File: src/hdl/mpbm_pkg.sv
// Shared types and constants for the multi-pattern byte matcher.
// No dependencies; imported by every module of the block.
package mpbm_pkg;

  localparam int BYTE_W       = 8;
  localparam int PAT_REG_W    = 64;
  localparam int NUM_PAT_REGS = 6;
  localparam int LEN_W        = 4;
  localparam int LENS_W       = NUM_PAT_REGS * LEN_W;
  localparam int AGE_W        = 4;
  localparam int PAT_IDX_W    = 3;
  localparam int CFG_IDX_W    = 3;

  localparam logic [AGE_W-1:0] AGE_MAX = '1;

  // configuration register map
  localparam logic [CFG_IDX_W-1:0] CFG_PATTERN_FIRST = 3'd0;
  localparam logic [CFG_IDX_W-1:0] CFG_PATTERN_LAST  = 3'd5;
  localparam logic [CFG_IDX_W-1:0] CFG_LENGTHS       = 3'd6;

  localparam logic [PAT_REG_W-1:0] PATTERN_RESET [NUM_PAT_REGS] = '{
    64'h0000_0000_0041_4141, 64'h0000_0000_0042_4242, 64'h0000_0000_0043_4343,
    64'h0000_0000_0044_4444, 64'h0000_0000_0043_4443, 64'h0000_0000_0044_4241
  };
  localparam logic [LENS_W-1:0] LENGTHS_RESET = 24'h33_3333;

  // one comparison lane's verdict for the current byte
  typedef struct packed {
    logic             hit;
    logic [AGE_W-1:0] age;
  } lane_hit_t;

  // running best match of the current message
  typedef struct packed {
    logic                 found;
    logic [PAT_IDX_W-1:0] pat;
    logic [AGE_W-1:0]     age;
  } best_t;

endpackage

File: src/hdl/multi_pattern_byte_matcher_core.sv
// Top level of the multi-pattern byte matcher: input register, parallel
// comparison lanes, best-match fold and result register. Depends on mpbm_pkg,
// mpbm_pattern_cmp and mpbm_best_sel.
//
//   channel | direction | handshake            | payload
//   --------+-----------+----------------------+----------------------------------
//   in_     | into core | in_valid / in_ready  | in_data_byte, in_has_byte, in_is_last
//   out_    | from core | out_valid / out_ready| out_is_spam, out_pattern_index
//   cfg_    | into core | cfg_valid / cfg_ready| cfg_index, cfg_data
//
// Each transaction is held in the input register, where the lanes and the
// fold work on it combinationally; one transaction per cycle is sustained
// while no message end stalls. The critical path is one lane's byte compares
// plus the best-match fold over the lanes.
// A transaction ending the message puts its result in the output register as
// it leaves the input register; it stalls in the input register only while that
// result register is still full and not being taken. cfg_ready is always high.
// Reset (rst_n low, synchronous) loads the default patterns and lengths and
// clears the message state and both valid flags.
module multi_pattern_byte_matcher_core #(
  parameter int NUM_PATTERNS    = 6,
  parameter int MAX_PATTERN_LEN = 8
) (
  input  logic                               clk,
  input  logic                               rst_n,
  input  logic                               in_valid,
  output logic                               in_ready,
  input  logic [mpbm_pkg::BYTE_W-1:0]        in_data_byte,
  input  logic                               in_has_byte,
  input  logic                               in_is_last,
  output logic                               out_valid,
  input  logic                               out_ready,
  output logic                               out_is_spam,
  output logic [mpbm_pkg::PAT_IDX_W-1:0]     out_pattern_index,
  input  logic                               cfg_valid,
  output logic                               cfg_ready,
  input  logic [mpbm_pkg::CFG_IDX_W-1:0]     cfg_index,
  input  logic [mpbm_pkg::PAT_REG_W-1:0]     cfg_data
);
  import mpbm_pkg::*;

  // patterns beyond the register file are disabled, so they get no lane
  localparam int NUM_LANES = (NUM_PATTERNS < NUM_PAT_REGS) ? NUM_PATTERNS : NUM_PAT_REGS;
  localparam int HIST_W    = BYTE_W * (MAX_PATTERN_LEN - 1);
  localparam int SEEN_W    = $clog2(MAX_PATTERN_LEN);
  localparam logic [SEEN_W-1:0] SEEN_MAX = SEEN_W'(MAX_PATTERN_LEN - 1);

  // configuration registers
  logic [PAT_REG_W-1:0] pattern_r [NUM_PAT_REGS];
  logic [LENS_W-1:0]    lengths_r;

  // input register
  logic              in_valid_r;
  logic [BYTE_W-1:0] in_byte_r;
  logic              in_has_r;
  logic              in_last_r;

  // message state
  logic [HIST_W-1:0] hist_r, hist_nxt;
  logic [SEEN_W-1:0] seen_r, seen_nxt;
  best_t             best_r, best_nxt, best_upd;

  // result register
  logic                 out_valid_r;
  logic                 out_spam_r;
  logic [PAT_IDX_W-1:0] out_idx_r;

  logic      advance;
  lane_hit_t lane_hits [NUM_LANES];
  logic [BYTE_W*MAX_PATTERN_LEN-1:0] window;

  // ---------------------------------------------------------------- config
  assign cfg_ready = 1'b1;

  always_ff @(posedge clk) begin
    if (!rst_n) begin
      for (int i = 0; i < NUM_PAT_REGS; i++) begin
        pattern_r[i] <= PATTERN_RESET[i];
      end
      lengths_r <= LENGTHS_RESET;
    end else if (cfg_valid && cfg_ready) begin
      unique case (cfg_index) inside
        [CFG_PATTERN_FIRST:CFG_PATTERN_LAST]: pattern_r[cfg_index] <= cfg_data;
        CFG_LENGTHS:                          lengths_r <= cfg_data[LENS_W-1:0];
        default: ;  // unmapped index, write dropped
      endcase
    end
  end

  // ----------------------------------------------------------- input stage
  // A transaction that ends the message needs room in the result register.
  assign advance  = in_valid_r && (!in_last_r || !out_valid_r || out_ready);
  assign in_ready = !in_valid_r || advance;

  always_ff @(posedge clk) begin
    if (!rst_n) begin
      in_valid_r <= 1'b0;
    end else if (in_valid && in_ready) begin
      in_valid_r <= 1'b1;
    end else if (advance) begin
      in_valid_r <= 1'b0;
    end
  end

  always_ff @(posedge clk) begin
    if (in_valid && in_ready) begin
      in_byte_r <= in_data_byte;
      in_has_r  <= in_has_byte;
      in_last_r <= in_is_last;
    end
  end

  // ------------------------------------------------------ comparison lanes
  // newest byte at the bottom, older bytes above it
  assign window = {hist_r, in_byte_r};

  for (genvar g = 0; g < NUM_LANES; g++) begin : g_lane
    mpbm_pattern_cmp #(
      .MAX_LEN (MAX_PATTERN_LEN),
      .SEEN_W  (SEEN_W)
    ) u_cmp (
      .pattern (pattern_r[g]),
      .len_raw (lengths_r[LEN_W*g +: LEN_W]),
      .window  (window),
      .seen    (seen_r),
      .hit_o   (lane_hits[g])
    );
  end

  mpbm_best_sel #(
    .NUM_LANES (NUM_LANES)
  ) u_sel (
    .lanes_i (lane_hits),
    .best_i  (best_r),
    .best_o  (best_upd)
  );

  // ------------------------------------------------------- message state
  always_comb begin
    hist_nxt = hist_r;
    seen_nxt = seen_r;
    best_nxt = best_r;
    if (in_has_r) begin
      hist_nxt = HIST_W'({hist_r, in_byte_r});
      if (seen_r != SEEN_MAX) begin
        seen_nxt = seen_r + SEEN_W'(1);
      end
      best_nxt = best_upd;
    end
  end

  always_ff @(posedge clk) begin
    if (!rst_n) begin
      hist_r <= '0;
      seen_r <= '0;
      best_r <= '0;
    end else if (advance) begin
      if (in_last_r) begin
        hist_r <= '0;
        seen_r <= '0;
        best_r <= '0;
      end else begin
        hist_r <= hist_nxt;
        seen_r <= seen_nxt;
        best_r <= best_nxt;
      end
    end
  end

  // ------------------------------------------------------- result register
  always_ff @(posedge clk) begin
    if (!rst_n) begin
      out_valid_r <= 1'b0;
    end else if (advance && in_last_r) begin
      out_valid_r <= 1'b1;
    end else if (out_ready) begin
      out_valid_r <= 1'b0;
    end
  end

  always_ff @(posedge clk) begin
    if (advance && in_last_r) begin
      out_spam_r <= best_nxt.found;
      out_idx_r  <= best_nxt.found ? best_nxt.pat : '0;
    end
  end

  assign out_valid         = out_valid_r;
  assign out_is_spam       = out_spam_r;
  assign out_pattern_index = out_idx_r;

  // ------------------------------------------------------------ assertions
  a_idx_zero_when_clean: assert property (@(posedge clk) disable iff (!rst_n)
    out_valid_r |-> (out_spam_r || out_idx_r == '0))
    else $error("pattern index set on a clean message");

  a_state_cleared: assert property (@(posedge clk) disable iff (!rst_n)
    (advance && in_last_r) |=> (!best_r.found && seen_r == '0 && hist_r == '0))
    else $error("message state not cleared after end of message");

  a_best_in_range: assert property (@(posedge clk) disable iff (!rst_n)
    best_r.found |-> (best_r.pat < PAT_IDX_W'(NUM_LANES)))
    else $error("best pattern index outside the lanes");

  a_result_not_lost: assert property (@(posedge clk) disable iff (!rst_n)
    (out_valid_r && !out_ready) |-> !(advance && in_last_r))
    else $error("result register overwritten while full");

endmodule

File: src/hdl/mpbm_pattern_cmp.sv
// One comparison lane: checks a single pattern against the byte window.
// Depends on mpbm_pkg.
module mpbm_pattern_cmp #(
  parameter int MAX_LEN = 8,
  parameter int SEEN_W  = 3
) (
  input  logic [mpbm_pkg::PAT_REG_W-1:0]    pattern,
  input  logic [mpbm_pkg::LEN_W-1:0]        len_raw,
  input  logic [mpbm_pkg::BYTE_W*MAX_LEN-1:0] window,
  input  logic [SEEN_W-1:0]                 seen,
  output mpbm_pkg::lane_hit_t               hit_o
);
  import mpbm_pkg::*;

  logic [LEN_W-1:0] len_c;
  logic             all_eq;
  logic             eq_sel;

  // window byte at age a sits at bits 8a+7:8a; pattern byte m must meet age len-1-m
  always_comb begin
    len_c  = (len_raw > LEN_W'(MAX_LEN)) ? LEN_W'(MAX_LEN) : len_raw;
    eq_sel = 1'b0;
    all_eq = 1'b1;
    for (int l = 1; l <= MAX_LEN; l++) begin
      all_eq = 1'b1;
      for (int m = 0; m < l; m++) begin
        all_eq = all_eq &
                 (pattern[BYTE_W*m +: BYTE_W] == window[BYTE_W*(l-1-m) +: BYTE_W]);
      end
      if (len_c == LEN_W'(l)) begin
        eq_sel = all_eq;
      end
    end
    hit_o.hit = (len_c != '0) && ((len_c - LEN_W'(1)) <= LEN_W'(seen)) && eq_sel;
    hit_o.age = AGE_W'(len_c - LEN_W'(1));
  end

endmodule

File: src/hdl/mpbm_best_sel.sv
// Folds the lane verdicts into the running best match: earliest start wins,
// then lowest pattern index. Depends on mpbm_pkg.
module mpbm_best_sel #(
  parameter int NUM_LANES = 6
) (
  input  mpbm_pkg::lane_hit_t lanes_i [NUM_LANES],
  input  mpbm_pkg::best_t     best_i,
  output mpbm_pkg::best_t     best_o
);
  import mpbm_pkg::*;

  best_t cur;

  always_comb begin
    cur = best_i;
    // the old best start moves one byte further back
    if (cur.found && cur.age != AGE_MAX) begin
      cur.age = cur.age + AGE_W'(1);
    end
    for (int i = 0; i < NUM_LANES; i++) begin
      if (lanes_i[i].hit &&
          (!cur.found || lanes_i[i].age > cur.age ||
           (lanes_i[i].age == cur.age && PAT_IDX_W'(i) < cur.pat))) begin
        cur.found = 1'b1;
        cur.pat   = PAT_IDX_W'(i);
        cur.age   = lanes_i[i].age;
      end
    end
    best_o = cur;
  end

endmodule
File: config.mk
export PLATFORM = sky130hd
export DESIGN_NAME = multi_pattern_byte_matcher_core
export DESIGN_NICKNAME = d
export VERILOG_FILES = /design/src/hdl/mpbm_pkg.sv /design/src/hdl/multi_pattern_byte_matcher_core.sv /design/src/hdl/mpbm_pattern_cmp.sv /design/src/hdl/mpbm_best_sel.sv
export SDC_FILE = /design/constraint.sdc
export NUM_CORES = 2
export LEC_CHECK = 0
export ABC_AREA = 1
export CAP_MARGIN = 25
export CORE_MARGIN = 2
export CORE_UTILIZATION = 40
export CTS_CLUSTER_DIAMETER = 120
export DETAILED_ROUTE_END_ITERATION = 8
export DONT_BUFFER_PORTS = 1
export PLACE_DENSITY_LB_ADDON = 0.2
export SYNTH_ARGS = -nofsm -noshare
export SYNTH_HDL_FRONTEND = slang
export SYNTH_SLANG_ARGS = --single-unit
export TNS_END_PERCENT = 1
File: constraint.sdc
create_clock -name clk -period 10.85 [get_ports clk]
set_input_delay 2.17 -clock clk [delete_from_list [all_inputs] [get_ports clk]]
set_output_delay 2.17 -clock clk [all_outputs]
set_load 0.02 [all_outputs]
==> results.sh <==
export IMPL_status="finished clean"
export IMPL_finish_net_count=6021
export IMPL_power_leakage_uw=0.0182
export IMPL_htree_levels=3
export IMPL_die_area_mm2=0.112
export IMPL_syn_avg_cell_area_um2=7.21
export IMPL_syn_num_nets=6233
export IMPL_rr_worst_depth=61
export IMPL_grt_max_degree=65
export IMPL_drt_iter0_drc=7954
export IMPL_finClkSkew_ps=32.6
export IMPL_cts_buffers=69
export IMPL_hp_class="reg2reg"
export IMPL_critPathCaptureType="flip-flop"
export IMPL_gp_congestion=1.12
export IMPL_ys_types=68
export IMPL_syn_inst=6081
export IMPL_post_drt_wl_per_cell_um=37.8
export IMPL_grt_overflow_total=0
export IMPL_core_area_mm2=0.109
export IMPL_met1_usage_pct=60.4
export IMPL_post_route_drc_count=0
export IMPL_antenna_found_initial=12
export IMPL_p_switching_uw=2020
export IMPL_tns_ps=0
export IMPL_grt_pass1_wl_mm=370
export IMPL_pin_count=89
export IMPL_cts_path_max_buffers=3
export IMPL_postCtsSetupBuffers=0
export IMPL_cts_sinks=491
export IMPL_crit_fanout=12
export IMPL_drive_gt1_share_pct=8.46
export IMPL_critPathRequiredTime_ps=11250
export IMPL_synth_flop_cell="edfxtp_1"
export IMPL_slowest_delay_ps=540
export IMPL_die_w_um=335
export IMPL_vias=46708
export IMPL_detail_route_antenna_nets=0
export IMPL_cts_tree="done"
export IMPL_cp_slowest_cell="nor3_1"
export IMPL_cap_violations=0
export IMPL_ys_ff_latch=491
export IMPL_ir_worst_vdd_mv=0.104
export IMPL_grt_pass1_vias=42258
export IMPL_ctsHoldBuffers=0
export IMPL_cts_clk_slew_worst_paths_ps=60
export IMPL_tightest_slew_ps=1180
export IMPL_arrival_ps=10130
export IMPL_slew_headroom_pct=20.6
export IMPL_drv_slew=0
export IMPL_grtUsageMet2_pct=67.2
export IMPL_dr_pass1_iters=6
export IMPL_share_comb_of_total_power_pct=19.5
export IMPL_initial_core_util_pct=40.3
export IMPL_hold_viol=0
export IMPL_synth_area_mm2=0.0438
export IMPL_io_buffers=0
export IMPL_cp_start_kind="flip-flop"
export IMPL_cts_resized=0
export IMPL_min_path_cells=2
export IMPL_setup_violations=0
export IMPL_yosysSeqAreaShare_pct=31.5
export IMPL_period_needed_ps=9730
export IMPL_clkLatencyLatePin_ps=680
export IMPL_grt_use_met3_pct=19.4
export IMPL_dpl_worst_slack_ps=1400
export IMPL_area_delta_synth_final_pct=7.37
export IMPL_drt_vias_per_instance=6.36
export IMPL_power_internal_uw=3890
export IMPL_num_rows=121
export IMPL_synth_edf_count=398
export IMPL_track_usage_pct=48.2
export IMPL_worstSetupPathType="reg2reg"
export IMPL_ctsRootBufferMaster="clkbuf_16"
export IMPL_pwr_share_clk_pct=39.0
export IMPL_dp_hpwl_mm=199
export IMPL_dieHeight_um=335
export IMPL_p_sw_share_pct=34.2
export IMPL_yosys_warnings=0
export IMPL_p_seq_share_pct=41.5
export IMPL_grt_busiest_layer="met2"
export IMPL_worst_slack_ps=1120
export IMPL_wirelength_mm=278
export IMPL_rsz0062_at_grt="false"
export IMPL_cellPowerDensity_mw_per_mm2=126
export IMPL_fin_crit_sh_pct=89.7
export IMPL_fmax_ghz=0.103
export IMPL_synth_async_reset_ratio_pct=0
area by class of cell:
type,count,area [µm²]
inverter,498,1870
multi-input combinational,4591,25500
sequential,491,13900
timing repair buffer,218,1820
antenna,7,17.5
clock buffer,95,1930
fill,11258,61700
clock inverter,31,294
tap,1414,1770
placed cells by master, fill, tap and decap left out, drive strengths merged, types with 173 or more instances in the layout:
| master | n |
|---|---|
| nor2 | 723 |
| buf | 216 |
| a21oi | 173 |
| nand4 | 300 |
| xor2 | 303 |
| xnor2 | 680 |
| nand2 | 1623 |
| edfxtp | 398 |
| nand3 | 238 |
| inv | 501 |
cells by family (layout without fill, tap and decap cells):
logic type / Yosys count / in the layout / share of synthesized area (%)
AO/OA/AOI/OAI: 351 / 351 / 4.80
XOR/XNOR: 983 / 983 / 19.7
buffers and inverters: 999 / 842 / 10.5
adder cells (fa/ha/maj): 70 / 70 / 2.00
flip-flops: 491 / 491 / 31.5
AND/OR/NAND/NOR: 3186 / 3186 / 31.5
other: 1 / 8 / 0.00856
worst max-delay path: cells and delay by family (launching register included):
family	cells	cell delay [ps]
AOI/OAI and AO/OA	14	2020
DFF	1	420
buffers and inverters	10	1210
and+or+nand+nor	32	4210
adders and majority gates	5	1560
path summary, 6_finish.rpt:
check / start / endpoint / slack (ps)
min reg2reg: seen_r[2] / seen_r[2] / 480
max reg2reg: pattern_r[0][0] / out_pattern_index[0] / 1120
min: seen_r[2] / seen_r[2] / 480
max: pattern_r[0][0] / out_pattern_index[0] / 1120
through the flow:
stage          cells  util, %  area (µm²)  hold slack [ps]  power (µW)
3_3_place_gp    7194     41.1       44600              470        3580
3_5_place_dp    7204     41.1       44700              475        3570
6_report        7345     43.3       47100              482        5920
4_1_cts         7330     43.2       47000              484        5850
5_1_grt         7338     43.3       47000              502        6060
2_1_floorplan   6081        -       43800              452        3140
synth_stat cells, drive strengths merged, types with 2 or more instances:
library cell | instances | area (µm²)
dfxtp | 93 | 1860
a2111oi | 5 | 43.8
nand3b | 5 | 37.5
buf | 309 | 2000
nand2 | 1623 | 6140
ha | 70 | 876
o22ai | 55 | 344
clkinv | 8 | 32.5
clkbuf | 192 | 723
nor4 | 121 | 776
and2 | 3 | 18.8
a31oi | 3 | 18.8
inv | 490 | 1840
and3 | 4 | 25.0
nor2 | 723 | 2730
a211oi | 2 | 27.5
a221oi | 7 | 61.3
o211ai | 15 | 118
edfxtp | 398 | 12000
nand4 | 300 | 1880
o311ai | 4 | 42.6
o2111ai | 13 | 114
xor2 | 303 | 2650
a311oi | 2 | 17.5
o21bai | 8 | 60.1
xnor2 | 680 | 5960
o221ai | 6 | 52.6
nor3 | 94 | 485
nand3 | 238 | 1220
or2 | 62 | 388
or4 | 10 | 75.1
a21oi | 173 | 888
o21ai | 54 | 282
power groups by stage:
| stage | sequential [µW] | clock [µW] | combinational (µW) |
|---|---|---|---|
| 6_report | 2460 | 2310 | 1150 |
| 2_1_floorplan | 2260 | 0 | 881 |
| 5_1_grt | 2460 | 2380 | 1220 |
| 4_1_cts | 2440 | 2310 | 1110 |
| 3_3_place_gp | 2480 | 0 | 1100 |
| 3_5_place_dp | 2470 | 0 | 1100 |
layer usage:
layer / share of wire [%] / vias up / routed length [µm]
li1: - / 19137 / -
met1: 37 / 22242 / 103000
met2: 39 / 4145 / 108000
met3: 15 / 1176 / 41600
met4: 8.9 / 8 / 24700
met5: 0.018 / - / 49
sequential cells by signal (all words and copies together), names as in the netlist, 3 cells and up:
register	flops
pattern_r	384
hist_r	56
seen_r	3
lengths_r	24
in_byte_r	8
best_r	8
out_pattern_index	3
Power figures use the tool's default switching activity.
